## src/sv/fts_pkg.sv

```systemverilog
// ---------------------------------------------------------------------------
// Function table and call stack package
// Shared types, codes and default sizes for the function table call stack.
// ---------------------------------------------------------------------------
package fts_pkg;

    // Default sizes of the stores
    localparam int TABLE_DEPTH_DEFAULT = 32;
    localparam int STACK_DEPTH_DEFAULT = 64;
    localparam int KEY_WIDTH_DEFAULT   = 32;

    // Field widths
    localparam int POS_W   = 24;
    localparam int ID_W    = 32;
    localparam int DEPTH_W = 7;

    // Reset value of the depth limit register
    localparam logic [DEPTH_W-1:0] DEPTH_LIMIT_RESET = 7'd64;

    // Command kinds
    typedef enum logic [1:0] {
        KIND_DEFINE = 2'd0,
        KIND_CALL   = 2'd1,
        KIND_RETURN = 2'd2,
        KIND_NONE   = 2'd3
    } kind_t;

    // Result status codes
    typedef enum logic [2:0] {
        ST_OK     = 3'd0,
        ST_EXISTS = 3'd1,
        ST_UNDEF  = 3'd2,
        ST_DEPTH  = 3'd3,
        ST_EMPTY  = 3'd4,
        ST_TFULL  = 3'd5
    } status_t;

    // One command transfer
    typedef struct packed {
        logic [1:0]       kind;
        logic [ID_W-1:0]  func_id;
        logic [POS_W-1:0] code_position;
    } cmd_t;

    // One result transfer
    typedef struct packed {
        logic [POS_W-1:0]   new_position;
        logic [2:0]         status;
        logic [DEPTH_W-1:0] call_depth;
    } result_t;

endpackage

```

## src/sv/fts_ram.sv

```systemverilog
// ---------------------------------------------------------------------------
// Generic RAM
// Simple dual-port synchronous RAM with one write port and a registered read.
// ---------------------------------------------------------------------------
module fts_ram #(
    parameter int WIDTH = 8,
    parameter int DEPTH = 16,
    localparam int AW = (DEPTH > 1) ? $clog2(DEPTH) : 1
) (
    input  logic             clk,
    input  logic             we,
    input  logic [AW-1:0]    waddr,
    input  logic [WIDTH-1:0] wdata,
    input  logic [AW-1:0]    raddr,
    output logic [WIDTH-1:0] rdata
);

    logic [WIDTH-1:0] mem [DEPTH];

    // Write port and registered read port.
    always_ff @(posedge clk)
    begin
        if (we)
        begin
            mem[waddr] <= wdata;
        end
        rdata <= mem[raddr];
    end

endmodule

```

## src/sv/function_table_call_stack_unit.sv

```systemverilog
// ---------------------------------------------------------------------------
// Function table call stack unit
// Function table and return stack of a small interpreter, held in two RAMs.
// ---------------------------------------------------------------------------
// Usage:
//   A command transfer takes place at a rising edge with start high and busy
//   low. Each command gives one result, shown on result for one cycle with
//   done high; the receiver cannot hold it off, so it must take it then.
//   cfg_we writes cfg_data to the depth limit register; write only when idle.
// Timing:
//   Define and call scan the table RAM one entry a cycle through its registered
//   read, stopping at a hit. An empty table skips the scan. Return reads the
//   stack RAM once; an unused kind or a return on an empty stack finishes
//   without leaving idle. The result strobe comes in the cycle after the
//   decision, when busy has fallen again.
// Reset:
//   Reset empties the table (fill count zero) and the stack, sets the depth
//   limit to 64 and drops any command under way. No clearing pass is needed.
// ---------------------------------------------------------------------------
module function_table_call_stack_unit #(
    parameter int TABLE_DEPTH = fts_pkg::TABLE_DEPTH_DEFAULT,
    parameter int STACK_DEPTH = fts_pkg::STACK_DEPTH_DEFAULT,
    parameter int KEY_WIDTH   = fts_pkg::KEY_WIDTH_DEFAULT
) (
    input  logic                          clk,
    input  logic                          rst_n,
    input  logic                          start,
    output logic                          busy,
    input  fts_pkg::cmd_t                 cmd,
    output logic                          done,
    output fts_pkg::result_t              result,
    input  logic                          cfg_we,
    input  logic [fts_pkg::DEPTH_W-1:0]   cfg_data
);

    localparam int TAW  = (TABLE_DEPTH > 1) ? $clog2(TABLE_DEPTH) : 1;
    localparam int FW   = $clog2(TABLE_DEPTH + 1);
    localparam int SAW  = (STACK_DEPTH > 1) ? $clog2(STACK_DEPTH) : 1;
    localparam int AC   = $clog2(STACK_DEPTH + 1);
    localparam int POSW = fts_pkg::POS_W;
    localparam int TW   = KEY_WIDTH + POSW;
    localparam int DW   = fts_pkg::DEPTH_W;

    typedef enum logic [3:0] {
        S_IDLE   = 4'b0001,
        S_SCAN   = 4'b0010,
        S_DECIDE = 4'b0100,
        S_POP    = 4'b1000
    } state_t;

    state_t state_reg, state_next;

    // Control state
    logic [FW-1:0]              fill_reg, fill_next;
    logic [AC-1:0]              active_reg, active_next;
    logic [fts_pkg::DEPTH_W-1:0] limit_reg;
    logic [TAW-1:0]             idx_reg, idx_next;
    logic                       issued_all_reg, issued_all_next;
    logic                       rvalid_reg, rvalid_next;
    logic                       last_reg, last_next;
    logic                       done_reg, done_next;

    // Payload state
    logic [1:0]                 kind_reg, kind_next;
    logic [KEY_WIDTH-1:0]       key_reg, key_next;
    logic [POSW-1:0]            pos_reg, pos_next;
    logic                       found_reg, found_next;
    logic [POSW-1:0]            fstart_reg, fstart_next;
    fts_pkg::result_t           result_reg, result_next;

    // RAM ports
    logic                       tbl_we;
    logic [TAW-1:0]             tbl_raddr;
    logic [TW-1:0]              tbl_wdata, tbl_rdata;
    logic                       stk_we;
    logic [SAW-1:0]             stk_raddr;
    logic [POSW-1:0]            stk_rdata;

    logic                       accept;
    logic                       issue;
    logic                       idx_is_last;
    logic                       hit;

    // Function table: key in the upper bits, start position below.
    fts_ram #(
        .WIDTH (TW),
        .DEPTH (TABLE_DEPTH)
    ) u_table (
        .clk   (clk),
        .we    (tbl_we),
        .waddr (fill_reg[TAW-1:0]),
        .wdata (tbl_wdata),
        .raddr (tbl_raddr),
        .rdata (tbl_rdata)
    );

    // Return stack of saved positions.
    fts_ram #(
        .WIDTH (POSW),
        .DEPTH (STACK_DEPTH)
    ) u_stack (
        .clk   (clk),
        .we    (stk_we),
        .waddr (active_reg[SAW-1:0]),
        .wdata (pos_reg),
        .raddr (stk_raddr),
        .rdata (stk_rdata)
    );

    assign busy   = (state_reg != S_IDLE);
    assign accept = start && !busy;
    assign done   = done_reg;
    assign result = result_reg;

    assign tbl_wdata   = {key_reg, pos_reg + POSW'(1)};
    assign stk_raddr   = active_reg[SAW-1:0] - SAW'(1);
    assign idx_is_last = (FW'(idx_reg) == fill_reg - FW'(1));
    assign hit         = (tbl_rdata[TW-1:POSW] == key_reg);

    // Sequencer. Writes happen only in the decision cycle and the next read
    // is issued only after the unit has passed through idle, so the RAMs never
    // see a read and a write of the same entry overlap.
    always_comb
    begin
        state_next      = state_reg;
        fill_next       = fill_reg;
        active_next     = active_reg;
        idx_next        = idx_reg;
        issued_all_next = issued_all_reg;
        rvalid_next     = 1'b0;
        last_next       = 1'b0;
        done_next       = 1'b0;
        kind_next       = kind_reg;
        key_next        = key_reg;
        pos_next        = pos_reg;
        found_next      = found_reg;
        fstart_next     = fstart_reg;
        result_next     = result_reg;
        tbl_we          = 1'b0;
        stk_we          = 1'b0;
        tbl_raddr       = idx_reg;
        issue           = 1'b0;

        unique case (state_reg)
            S_IDLE:
            begin
                if (accept)
                begin
                    kind_next       = cmd.kind;
                    key_next        = cmd.func_id[KEY_WIDTH-1:0];
                    pos_next        = cmd.code_position;
                    idx_next        = '0;
                    issued_all_next = 1'b0;
                    found_next      = 1'b0;
                    result_next.new_position = cmd.code_position;
                    result_next.status       = fts_pkg::ST_OK;
                    result_next.call_depth   = DW'(active_next);
                    case (cmd.kind) inside
                        fts_pkg::KIND_DEFINE, fts_pkg::KIND_CALL:
                        begin
                            if (fill_reg == '0)
                            begin
                                state_next = S_DECIDE;
                            end
                            else
                            begin
                                state_next = S_SCAN;
                            end
                        end
                        fts_pkg::KIND_RETURN:
                        begin
                            if (active_reg == '0)
                            begin
                                result_next.status = fts_pkg::ST_EMPTY;
                                done_next          = 1'b1;
                            end
                            else
                            begin
                                state_next = S_POP;
                            end
                        end
                        default:
                        begin
                            done_next = 1'b1;
                        end
                    endcase
                end
            end

            S_SCAN:
            begin
                // Issue one read a cycle and compare the entry read the cycle before.
                issue = !issued_all_reg;
                if (issue)
                begin
                    idx_next        = idx_reg + TAW'(1);
                    issued_all_next = idx_is_last;
                    rvalid_next     = 1'b1;
                    last_next       = idx_is_last;
                end
                if (rvalid_reg && hit)
                begin
                    found_next  = 1'b1;
                    fstart_next = tbl_rdata[POSW-1:0];
                    state_next  = S_DECIDE;
                end
                else if (rvalid_reg && last_reg)
                begin
                    state_next = S_DECIDE;
                end
            end

            S_DECIDE:
            begin
                result_next.new_position = pos_reg;
                result_next.status       = fts_pkg::ST_OK;
                if (kind_reg == fts_pkg::KIND_DEFINE)
                begin
                    if (found_reg)
                    begin
                        result_next.status = fts_pkg::ST_EXISTS;
                    end
                    else if (32'(active_reg) > 32'(limit_reg))
                    begin
                        result_next.status = fts_pkg::ST_DEPTH;
                    end
                    else if (32'(fill_reg) == 32'(TABLE_DEPTH))
                    begin
                        result_next.status = fts_pkg::ST_TFULL;
                    end
                    else
                    begin
                        tbl_we    = 1'b1;
                        fill_next = fill_reg + FW'(1);
                    end
                end
                else
                begin
                    if (!found_reg)
                    begin
                        result_next.status = fts_pkg::ST_UNDEF;
                    end
                    else if (32'(active_reg) == 32'(STACK_DEPTH))
                    begin
                        result_next.status = fts_pkg::ST_DEPTH;
                    end
                    else
                    begin
                        stk_we                   = 1'b1;
                        active_next              = active_reg + AC'(1);
                        result_next.new_position = fstart_reg;
                    end
                end
                result_next.call_depth = DW'(active_next);
                done_next              = 1'b1;
                state_next             = S_IDLE;
            end

            S_POP:
            begin
                // Stack read was issued in the transfer cycle.
                active_next              = active_reg - AC'(1);
                result_next.new_position = stk_rdata;
                result_next.status       = fts_pkg::ST_OK;
                result_next.call_depth   = DW'(active_next);
                done_next                = 1'b1;
                state_next               = S_IDLE;
            end

            default:
            begin
                state_next = S_IDLE;
            end
        endcase
    end

    // Control registers.
    always_ff @(posedge clk or negedge rst_n)
    begin
        if (!rst_n)
        begin
            state_reg      <= S_IDLE;
            fill_reg       <= '0;
            active_reg     <= '0;
            limit_reg      <= fts_pkg::DEPTH_LIMIT_RESET;
            idx_reg        <= '0;
            issued_all_reg <= 1'b0;
            rvalid_reg     <= 1'b0;
            last_reg       <= 1'b0;
            done_reg       <= 1'b0;
        end
        else
        begin
            state_reg      <= state_next;
            fill_reg       <= fill_next;
            active_reg     <= active_next;
            idx_reg        <= idx_next;
            issued_all_reg <= issued_all_next;
            rvalid_reg     <= rvalid_next;
            last_reg       <= last_next;
            done_reg       <= done_next;
            if (cfg_we)
            begin
                limit_reg <= cfg_data;
            end
        end
    end

    // Payload registers.
    always_ff @(posedge clk)
    begin
        kind_reg   <= kind_next;
        key_reg    <= key_next;
        pos_reg    <= pos_next;
        found_reg  <= found_next;
        fstart_reg <= fstart_next;
        result_reg <= result_next;
    end

`ifndef SYNTHESIS
    // A result strobe only follows a transfer or a command under way.
    assert property (@(posedge clk) disable iff (!rst_n)
        done |-> $past(accept || busy))
        else $error("result strobe without a command");

    // A transfer either finishes at once or keeps the unit busy.
    assert property (@(posedge clk) disable iff (!rst_n)
        accept |=> (busy || done))
        else $error("command transfer lost");

    // The table is never written beyond its last entry.
    assert property (@(posedge clk) disable iff (!rst_n)
        tbl_we |-> (32'(fill_reg) < 32'(TABLE_DEPTH)) && (state_reg == S_DECIDE))
        else $error("table write past its end");

    // A stack push never goes beyond the stack's depth.
    assert property (@(posedge clk) disable iff (!rst_n)
        stk_we |-> (32'(active_reg) < 32'(STACK_DEPTH)) && found_reg)
        else $error("stack push past its end");
`endif

endmodule

```

## config.mk

```make
export PLATFORM = sky130hd
export DESIGN_NAME = function_table_call_stack_unit
export DESIGN_NICKNAME = d
export VERILOG_FILES = /design/src/sv/fts_pkg.sv /design/src/sv/fts_ram.sv /design/src/sv/function_table_call_stack_unit.sv
export SDC_FILE = /design/constraint.sdc
export NUM_CORES = 2
export LEC_CHECK = 0
export ABC_AREA = 0
export BUFFER_PORTS_ARGS = -buffer_cell sky130_fd_sc_hd__buf_2
export CORE_ASPECT_RATIO = 0.75
export CORE_MARGIN = 4
export CORE_UTILIZATION = 35
export DETAILED_ROUTE_END_ITERATION = 8
export PLACE_DENSITY = 0.51
export SYNTH_ARGS = -nofsm -noshare
export SYNTH_HDL_FRONTEND = slang
export SYNTH_SLANG_ARGS = --single-unit
```

## constraint.sdc

```tcl
create_clock -name clk -period 4.9 [get_ports clk]
set_input_delay 0.98 -clock clk [delete_from_list [all_inputs] [get_ports clk]]
set_output_delay 0.98 -clock clk [all_outputs]
set_load 0.05 [all_outputs]
```

# ---- After elaboration in Yosys (flattened, before gate mapping)
# Memory sizes are Yosys's and may differ from the RTL's. A register that Yosys moved wholly into a read port is not among the register bits.
# Index checks and enable logic that the tools add are counted.
dict set report word_totals {
  n_memories 2
  register_bits 150
  inputBits 69
  ram_bits 3328
}
# name words word_bits read_ports rd_clocked_by_memory_dff write_ports line
set mem_list {}
lappend mem_list {u_table.mem 32 56 1 1 1 fts_ram.sv:18} ;# logic [WIDTH-1:0] mem [DEPTH];
lappend mem_list {u_stack.mem 64 24 1 1 1 fts_ram.sv:18}
dict set report op_classes {
  mux 56
  bitwise 3
  n_reduce_logical 21
  addsub 7
  order_cmp 1
  eq_ne 17
}
# operator n
set op_table {}
lappend op_table {{case mux 34 bit (3 select lines)} 1}
lappend op_table {{two-way mux 24 bit} 3}
lappend op_table {{two-way mux 34 bit} 1}
lappend op_table {{equality test 32 bit} 1}
lappend op_table {{adder 24 x 1 -> 24 bit (second input constant)} 1}
lappend op_table {{two-way mux 1 bit} 24}
lappend op_table {{two-way mux 3 bit} 8}
lappend op_table {{two-way mux 4 bit} 6}
lappend op_table {{two-way mux 7 bit} 3}
lappend op_table {{case mux 7 bit (2 select lines)} 1}
lappend op_table {{subtractor 6 x 1 -> 6 bit (second input constant)} 2}
lappend op_table {{two-way mux 5 bit} 2}
lappend op_table {{case mux 5 bit (2 select lines)} 1}
lappend op_table {{case mux 4 bit (2 select lines)} 1}
lappend op_table {{AND reduction 2 bit} 4}
lappend op_table {{adder 7 x 1 -> 7 bit (second input constant)} 1}
lappend op_table {{equality test 7 bit (second input constant)} 1}
lappend op_table {{greater-than comparator 7 bit} 1}
lappend op_table {{zero test 7 bit} 1}
lappend op_table {{subtractor 7 x 1 -> 7 bit (second input constant)} 1}
lappend op_table {{adder 6 x 1 -> 6 bit (second input constant)} 1}
lappend op_table {{equality test 5 x 6 -> 1 bit} 1}
lappend op_table {{equality test 6 bit (second input constant)} 1}
lappend op_table {{zero test 6 bit} 1}
lappend op_table {{other kinds (23)} 37}

# ---- Depth between registers and ports, before layout
dict set report logic_depth {
  ltp_word 8
  depth_mapped 12
  mapped_depth_nobuf 8
}

# ---- Hierarchy
# A second synthesis with hierarchy kept.
dict set report hier_totals {
  cells_unflattened 7075
  area_unflattened_um2 137256.6
}
# mod seq_area_each_um2 cells_per_inst area_per_inst_um2 instances
set modules_own_cells {}
lappend modules_own_cells {{fts_ram at u_table} 54932.7 3917 70795.4 1}
lappend modules_own_cells {{fts_ram at u_stack} 46604.7 2610 59295.6 1}
lappend modules_own_cells {function_table_call_stack_unit 4341.7 548 7165.6 1}

# ---- Worst setup path after synthesis
# No wires, ideal clock.
dict set report synth_timing {
  kind {reg2reg}
  startpoint {reg active_reg[0]}
  endpoint {mem u_table.mem[29][0] in the netlist's numbering, enable pin}
  path_stages_with_launch 13
  setup_slack_ps -198
  arrival_time_ps 4627
  n_path_buf 4
  synth_period_minus_slack_ps 5098
  required_time_ps 4430
  cell_sequence {dfrtp_1 buf_2 buf_6 buf_2 inv_1 ha_1 nor2b_1 o21ai_0 a21oi_1 o22ai_1 clkbuf_1 nand4_1 nor2_1}
}
dict set report synth_between {
  elab_chain_len 7
}
# item line
set synth_rtl {}
lappend synth_rtl {{from (decl)} function_table_call_stack_unit.sv:55} ;# logic [AC-1:0] active_reg, active_next;
lappend synth_rtl {{from (signal assigned)} function_table_call_stack_unit.sv:296} ;# active_reg <= active_next;
lappend synth_rtl {{greater-than comparator 7 bit} function_table_call_stack_unit.sv:223} ;# else if (32'(active_reg) > 32'(limit_reg))
lappend synth_rtl {{two-way mux 1 bit} function_table_call_stack_unit.sv:223}
lappend synth_rtl {{two-way mux 1 bit} function_table_call_stack_unit.sv:219} ;# if (found_reg)
lappend synth_rtl {{two-way mux 1 bit} function_table_call_stack_unit.sv:217} ;# if (kind_reg == fts_pkg::KIND_DEFINE)
lappend synth_rtl {{two-way mux 1 bit} function_table_call_stack_unit.sv:144} ;# unique case (state_reg)
lappend synth_rtl {{two-way mux 1 bit} fts_ram.sv:23} ;# if (we)
lappend synth_rtl {{two-way mux 1 bit (not written as such)} fts_ram.sv:25} ;# mem[waddr] <= wdata;
lappend synth_rtl {{to (decl)} fts_ram.sv:18}
# No other way between the ends.

# ---- Worst setup path in the final report
dict set report layout_timing {
  startpoint {reg active_reg[0]}
  endpoint {reg u_stack.rdata[15] (read register of u_stack.mem)}
}
dict set report layout_between {
  elab_chain_len 1
}
# item line
set layout_rtl {}
lappend layout_rtl {{subtractor 6 x 1 -> 6 bit} function_table_call_stack_unit.sv:116} ;# assign stk_raddr = active_reg[SAW-1:0] - SAW'(1);
lappend layout_rtl {{to (decl)} fts_ram.sv:15} ;# output logic [WIDTH-1:0] rdata
# No other way between the ends.
# A chain may end at the register's enable or synchronous reset.

==> results.txt <==
----------------------------------------------------
[Routing]
  Via density per instance ... 5.50
  Number of remaining DRC errors ... 0
  Residual antenna-violating net count after detailed routing ... 0
  Average wire per cell in the routed design ... 31.9 um
  Detailed-router iteration count before antenna repair ... 7
  Overall routed net length ... 364 mm
  Via count ... 62.7k
  Count of routing violations after the opening detailed-route iteration ... 7,052

[Timing]
  Post-layout minimum cycle time ... 4.19 ns
  Final setup viols ... 0
  Final Hold Slack ... 0.173 ns
  Fin Setup TNS ... 0 ns
  Max Transition Viols Final ... 0
  Worst-Margin Slew ... 1.35 ns
  Layout Skew ... 0.116 ns
  Top achievable clock speed ... 239 MHz
  Slew Limit Headroom ... 0.0971
  Setup repair after global routing missed its margin ... false
  Final cycle utilization of the critical path ... 0.855
  Number of hold violations in the final report ... 0
  Slack of the critical path ... 0.710 ns

[Logic synthesis]
  Avg Synthesized Cell Area ... 24.3 um^2
  Share of Yosys cell area claimed by the top area cell type ... 0.768
  Most used DFF post-synth ... sky130_fd_sc_hd__edfxtp_1
  Post-synth ARST share ... 0.00927
  Post-Syn Nets ... 5,620
  Number of unique standard cell types used by synthesis ... 58
  Count of mapped cells out of synthesis ... 5,536
  Yosys Warn Count ... 0
  Summed instance area of the synthesized netlist ... 0.135 mm^2
  Number of synthesized flops with an enable pin ... 3,445
  Cell types occupying the most area after synthesis ... sky130_fd_sc_hd__edfxtp_1 77%, sky130_fd_sc_hd__mux4_2 17%, sky130_fd_sc_hd__dfxtp_1 1.2%, sky130_fd_sc_hd__dfrtp_1 0.58%, sky130_fd_sc_hd__mux2_2 0.49%
  Area leader, netlist ... sky130_fd_sc_hd__edfxtp_1
  Fraction of the yosys area taken by sequential cells ... 0.786
  Total of flip-flops plus latches after synthesis ... 3,558

[Critical path]
  Max stage delay cell, worst path ... sky130_fd_sc_hd__a22oi_1
  Crit path cell chain ... inv_1 -> ha_4 -> buf_12 -> buf_12 -> mux4_2 -> mux4_2 -> a22oi_1 -> nand2_1
  Endpoint kind of the worst setup timing path ... flop
  Largest driver fanout on the critical path ... 48
  CP Data Required Time ... 5.70 ns
  Crit Path Class ... flop to flop
  Critical path startpoint category ... flop
  Arr. time, crit path ... 4.99 ns
  Largest stage delay, worst path ... 0.87 ns

[Final layout]
  Highest-count cells in the layout ignoring fill and taps ... 3,445 x sky130_fd_sc_hd__edfxtp_1, 1,040 x sky130_fd_sc_hd__mux4_2, 365 x sky130_fd_sc_hd__clkbuf_16, 243 x sky130_fd_sc_hd__buf_4, 110 x sky130_fd_sc_hd__nand2_1
  Layout area overhead ... 16.4%
  Ratio of cells with drive above 1 in the final layout ... 0.347
  Final Net Count ... 6,139
  Largest registers ... u_table.mem x1792, u_stack.mem x1536, u_table.rdata x56
  Final core utilization ... 0.411
  Final Instance Count excl. Fillers ... 11.4k
  Filler instances ... 33.0k
  Biggest register ... u_table.mem
  Most common cell after layout, fill and taps aside ... sky130_fd_sc_hd__edfxtp_1
  Cell area after layout ... 0.157 mm^2
  Number of flip-flops in the largest register ... 1,792

[Global route]
  Number of antenna violations at the first check in global routing ... 15
  First-pass GRT wire length ... 510 mm
  Tot GR Track Use ... 0.182
  Number of global-route vias before repair ... 64.0k
  Maximum number of pins on one net before global-route repair ... 106
  Total congestion overflow after global routing ... 0

[Floorplan]
  Die Area ... 0.395 mm^2
  Std-Cell Rows ... 196
  Die Width ... 724 um
  Die span in y ... 545 um
  Boundary Pins ... 105
  Area of the placeable core ... 0.382 mm^2
  Initial core utilization ... 0.353

[Placement]
  Placed wire-length estimate after detailed placement ... 200 mm
  Buffers on Ports ... 104
  Number of placed cells counting well taps ... 10.7k
  Placed instance area ... 0.145 mm^2
  Placement-stage worst setup slack ... 0.769 ns
  GP Congestion ... 0.824

[Power and ir drop]
  Lkg Pwr ... 47.6 nW
  VDD IR max ... 1.02 mV
  Final Total Pwr ... 83.8 mW
  Total power divided by cell area ... 535 mW/mm^2

[Clock network]
  TritonCTS Buffers ... 359
  Maximum buffer depth of the clock tree ... 4
  CTS tree ... done
  Count of cells resized by post-cts repair ... 0
  Clock-pin slew on the worst setup and hold paths ... 0.06 ns
  Clk root buf ... sky130_fd_sc_hd__clkbuf_16
  Clock Latency Late Sink ... 0.97 ns
  Number of clock sinks ... 3,558
  Post-CTS Hold Fix Bufs ... 0
  Post-CTS Repair Setup Buffers ... 0
  Clock H-tree levels ... 5

[Outcome]
  Status ... completed

[Worst hold path]
  Path type of the worst min-delay path ... input port to asynchronous set/reset pin

[Run]
  Number of maximum-capacitance constraint violations ... 0

----------------------------------------------------
==> kinds of logic (layout without fill, tap and decap cells) <==
group	Yosys count	after routing	synth area share
flops	3558	3558	0.786
simple gates	346	346	0.0118
xor+xnor	77	77	0.00501
mux	1099	1099	0.179
fa+ha+maj	15	15	0.00139
compound gates	147	147	0.00717
other cells	0	1	0
buf+inv	294	1113	0.00962
==> area by class of cell <==
class,instances,area [um^2],share of cell area
Multi-Input combinational cell,1684,28500,0.182
Tap cell,5049,6320,0.0403
Sequential cell,3558,106000,0.676
Clock inverter,208,2240,0.0143
Antenna cell,1,2.50,0.0000160
Clock buffer,453,9600,0.0613
Timing Repair Buffer,437,4140,0.0264
Inverter,15,58.8,0.000375
==> layer usage <==
metal  vias up  routed length [um]  track usage
li1      24919                   -            -
met1     34776              162000        0.275
met2      2475              165000        0.271
met3       553               26200       0.0313
met4         4               10600       0.0509
met5         -                  30            0
==> final timing paths <==
| check | start | end | slack, ns | cells after the start |
|---|---|---|---|---|
| max | active_reg[0] | u_stack.rdata[15] | 0.71 | 8 |
| min | rst_n | active_reg[5] | 0.17 | 1 |
| max reg2reg | active_reg[0] | u_stack.rdata[15] | 0.71 | 8 |
| min reg2reg | u_table.rdata[0] | fstart_reg[0] | 0.40 | 0 |
| max in group asynchronous | rst_n | idx_reg[2] | 3.91 | 1 |
| min in group clk | cmd[27] | key_reg[3] | 0.19 | 1 |
==> synthesized netlist by cell type, drive strengths merged (18+ instances only) <==
cell and number:
mux4 1040, mux2 59, xnor2 59, clkbuf 144
nand2 110, dfrtp 31, xor2 18, nand3 26
edfxtp 3445, dfxtp 80, o21ai 45, nor2 140
buf 135, a22oi 48, a31oi 22
==> power by group <==
group / switching, mW / total [mW] / internal (mW)
combinational: 11.9 / 20.0 / 8.16
clock: 11.7 / 27.8 / 16.0
sequential: 0.485 / 36.0 / 35.5
total: 24.1 / 83.8 / 59.7
==> critical path, delay by kind of cell (launching register included) <==
| family | cells | cell delay [ns] |
|---|---|---|
| DFF | 1 | 0.62 |
| muxes | 2 | 0.87 |
| adders and majority gates | 1 | 0.56 |
| buffers and inverters | 3 | 0.85 |
| and+or+nand+nor | 1 | 0.13 |
| AOI/OAI and AO/OA | 1 | 0.87 |
Note: power is estimated with default switching activity, not from simulation.
